`config.mk`:
```
export PLATFORM = sky130hd
export DESIGN_NAME = eia_ram
export DESIGN_NICKNAME = d
export VERILOG_FILES = /design/src/hdl/eia_ram.sv
export SDC_FILE = /design/constraint.sdc
export NUM_CORES = 2
export LEC_CHECK = 0
export BUFFER_PORTS_ARGS = -buffer_cell sky130_fd_sc_hd__buf_4
export CAP_MARGIN = 20
export CORE_MARGIN = 2
export CORE_UTILIZATION = 25
export DETAILED_ROUTE_END_ITERATION = 10
export MAX_ROUTING_LAYER = met4
export SYNTH_ARGS = -nofsm -noshare
export SYNTH_HDL_FRONTEND = slang
export SYNTH_SLANG_ARGS = --single-unit
```
`constraint.sdc`:
```
create_clock -name clk -period 8.55 [get_ports clk]
set_input_delay 1.71 -clock clk [delete_from_list [all_inputs] [get_ports clk]]
set_output_delay 1.71 -clock clk [all_outputs]
set_load 0.03 [all_outputs]
```
`src/hdl/eia_ram.sv`:
```
// Simple dual-port RAM, one write and one registered read port, with
// write-to-read forwarding on an address match. No dependencies.
module eia_ram #(
  parameter int DEPTH = 256,
  parameter int WIDTH = 9
) (
  input  logic                     clk,
  input  logic                     we,
  input  logic [$clog2(DEPTH)-1:0] waddr,
  input  logic [WIDTH-1:0]         wdata,
  input  logic                     re,
  input  logic [$clog2(DEPTH)-1:0] raddr,
  output logic [WIDTH-1:0]         rdata
);

  logic [WIDTH-1:0] mem [DEPTH];

  always_ff @(posedge clk) begin
    if (we) begin
      mem[waddr] <= wdata;
    end
  end

  // same-cycle write wins so the next reader sees the newest word
  always_ff @(posedge clk) begin
    if (re) begin
      rdata <= (we && (waddr == raddr)) ? wdata : mem[raddr];
    end
  end

endmodule

```
# == After elaboration in Yosys (flattened, before gate mapping) ==
# Memory sizes are Yosys's and may differ from the RTL's. A register that Yosys moved wholly into a read port is not among the register bits.
# Index checks and enable logic that the tools add are counted.
# Widths: inputs -> output; s select.
# word_totals
register_bits,0
latch_bits,0
n_memories,1
mem_bits_ro,0
wordCells,3
mem_bits_rw,2304
inputBits,28
# memory_table
name,words,word_bits,rd,rd_ports_with_merged_regs,wr,line,source
mem,256,9,1,1,1,16,logic [WIDTH-1:0] mem [DEPTH];
# classes
eq_ne,0
reduce_logical,0
shift,0
n_div,0
addsub,0
muxes,2
multipliers,0
bitwise,0
magnitude_cmp,0
# ops
operator,n
$mux 1,2

# == Depth between registers and ports, before layout ==
# logic_depth
ltp_word,2
ltp_mapped,13
depth_no_buf,7

# == Worst setup path before layout ==
# No wires, ideal clock.
# synth_path
path_kind,input-to-reg
start,in raddr[0]
end,reg rdata[6] (read register of mem) (data pin)
stages,10
setup_ps,265
setup_slack_ps,4455
t_arrival_ps,3830
path_cell_list,buf_6 buf_6 buf_4 buf_4 buf_2 mux4_2 a22oi_1 a31oi_1 nor4_1 a21oi_1
# synth_rtl
element,line,source
from (decl),12,"input logic [$clog2(DEPTH)-1:0] raddr,"
to (decl),13,output logic [WIDTH-1:0] rdata

==> out/metrics.yaml <==
drive_gt1_share_pct: 20.6
htreeDepth: 4
max_slew_margin_pct: 10.5
hp-start: "mem[130][1]$_DFFE_PP_"
avgSynthCellArea_um2: 20.7
first_iter_violations: 5310
synth_edf_count: 2313
postRouteWirelength_um: 229000
ff2ff_path_depth: 6
grt_pass1_vias: 44500
dp_hpwl_um: 138000
ys_types: 51
max_stage_delay_ns: 0.59
numCtsBuffers: 227
drtAntennaViolNets: 0
status: "complete, no violations"
whs_endpoint: "rdata[1]$_DFFE_PP_"
rows: 220
post_cts_resize_count: 0
r2r_start: "mem[149][7]$_DFFE_PP_"
fin_crit_sh_pct: 60.0
power.leakage_nw: 30.7
final_cell_mix: "2313 x edfxtp_1, 443 x mux4_2, 327 x nor2_1"
cp.required_ns: 9.14
max-cap-violations: 0
syn_nets: 4374
syn_to_final_growth_pct: 14.0
postPlaceCellArea_um2: 95300
grt_pass1_wl_um: 328000
antenna_found_initial: 22
cts_tree: "done"
ys_warn_count: 0
die_h_um: 603
critPathTopFamily: "compound AO/OA/AOI/OAI gates"
cts_sinks: 2313
final_common_cell: "edfxtp_1"
hp-class: "reg2reg"
drcViolationCount: 0
vdd_drop_max_v: 0.000224
ys_ff_latch: 2313
r2r_slack_ns: 5.43
cts_hold_buf: 0
r2r-end: "rdata[7]$_DFFE_PP_"
fin_tns_setup_ns: 0
grt_max_degree: 190
power.total_mw: 23.2
p_per_area_nw_per_um2: 226
path_clk_slew_ns: 0.06
synth_cells: 4346
fp.coreArea_um2: 358000
worstSetupEndpointType: "register"
path_max_fanout: 59
cp.arrival_ns: 5.72
finalInstanceArea_um2: 102000
whs_path_depth: 5
hold_viol_final: 0
max_freq_ghz: 0.195
slowest_stage: "mux4_2"
start_util_pct: 25.1
fin_skew_ns: 0.0266
ios: 37
first_pass_iters: 5
route.vias.total: 44100
insertion_delay_ns: 0.86
worst_pin_slew_ns: 1.34
fin_crit_ns: 5.13
grt_overflow: 0
worstPathCellList: "buf_8, buf_12, buf_12, mux4_2, a22oi_1, nand4_1, a22oi_1, a31o_2, a21oi_1"
critPathKind: "in2reg"
synth_flop_cell: "edfxtp_1"
die_w_um: 603
async_flop_share_pct: 0
fin_nets: 4435
grt.total_usage_pct: 12.6
yosysSeqAreaShare_pct: 77.3
rsz0062_at_grt: "no"
cts_root_buf: "clkbuf_16"
gp_congestion: 0.838
fin_cells: 9368
wl_per_cell_um: 24.5
vias_per_cell: 4.70
synth_area_um2: 89800
cts_setup_buffers: 0
crit_buf_inv: 3
dpl.cell_count: 8947
port_buffers: 36
die_area_um2: 364000
clockBufferDepth: 3
finalSetupViolCount: 0
slew_viol_final: 0
cp-start-kind: "input port"
report_power, final:
group	internal [mW]	switching, mW
Sequential	12.5	0.0147
Clock	5.29	4.23
Combinational	0.355	0.752
Total	18.2	5.00
final cells by class:
cell class	instances	area (um2)
clock buffers	280	5920
inverters	5	18.8
fillers	35000	256000
flip-flops and latches	2313	69500
well taps	4773	5970
repair buffers	107	1040
clock inverters	126	1070
multi-input cells	1753	18900
diodes	11	27.5
routing by layer:
metal / routed length [um] / global-route usage (%) / share of wire [%]
met2: 112000 / 20.3 / 49
met1: 93000 / 16.2 / 41
met4: 6750 / 3.96 / 2.9
met5: 0 / - / 0
met3: 17500 / 2.36 / 7.6
flip-flops by register name, indices dropped and copies added (netlist names):
signal,cells
rdata,9
mem,2304
cells by family (layout without fill, tap and decap cells):
family,count (synthesis),in the layout,share of synthesized area (%)
compound gates,438,438,3.49
xor+xnor,8,8,0.0780
buf+inv,280,518,1.74
flops,2313,2313,77.3
mux,709,709,14.4
other cells,0,11,0
simple gates,598,598,2.94
worst register-to-register path: stages (launching register included):
cell and delay, ns:
edfxtp_1 0.36, mux4_1 0.58, mux4_2 0.53, a211o_1 0.33, nor4_1 0.75, or4_1 0.26, o21ai_1 0.06
cell usage after synthesis (6+ instances only):
cell	instances	area share (%)
a21o_1	8	0.067
o21ai_0	44	0.25
mux4_1	14	0.41
o221ai_1	24	0.23
nor3_1	30	0.17
nor2_1	328	1.4
nand2b_1	25	0.17
a31o_2	8	0.078
and3_1	6	0.042
mux2_2	66	0.83
a31oi_1	8	0.056
mux2i_1	186	2.1
or3_1	25	0.17
nand4_1	27	0.19
clkbuf_1	144	0.60
buf_8	7	0.12
nand2_1	82	0.34
a22oi_1	156	1.3
buf_6	28	0.35
xor2_1	7	0.068
buf_1	20	0.084
nor2b_1	16	0.11
o31ai_1	11	0.092
nor4_1	13	0.091
a211oi_1	10	0.084
o22ai_1	79	0.55
a221oi_1	34	0.33
a21oi_1	24	0.13
mux4_2	443	11
a2111oi_0	17	0.17
buf_2	39	0.22
buf_4	34	0.28
nand3_1	33	0.18
edfxtp_1	2313	77
a41oi_1	8	0.078
per-stage QoR:
stage	hold WS, ns	utilization, %	setup WS (ns)
final	1.12	28.6	3.42
after global routing	1.20	28.6	3.30
after CTS	1.11	28.5	3.39
after detailed placement	1.10	26.6	2.45
after global placement	1.07	26.6	2.49
after floorplan	0.949	-	4.45
how the worst max path moves through the flow:
stage | from | endpoint | slack [ns] | cells past startpoint
2_1_floorplan | raddr[0] | rdata[6]$_DFFE_PP_ | 4.45 | 10
6_report | raddr[0] | rdata[3]$_DFFE_PP_ | 3.42 | 9
4_1_cts | raddr[0] | rdata[3]$_DFFE_PP_ | 3.39 | 9
3_3_place_gp | raddr[0] | rdata[3]$_DFFE_PP_ | 2.49 | 9
3_5_place_dp | raddr[0] | rdata[3]$_DFFE_PP_ | 2.45 | 9
5_1_grt | raddr[0] | rdata[3]$_DFFE_PP_ | 3.30 | 9
(Power assumes the default switching activity.)
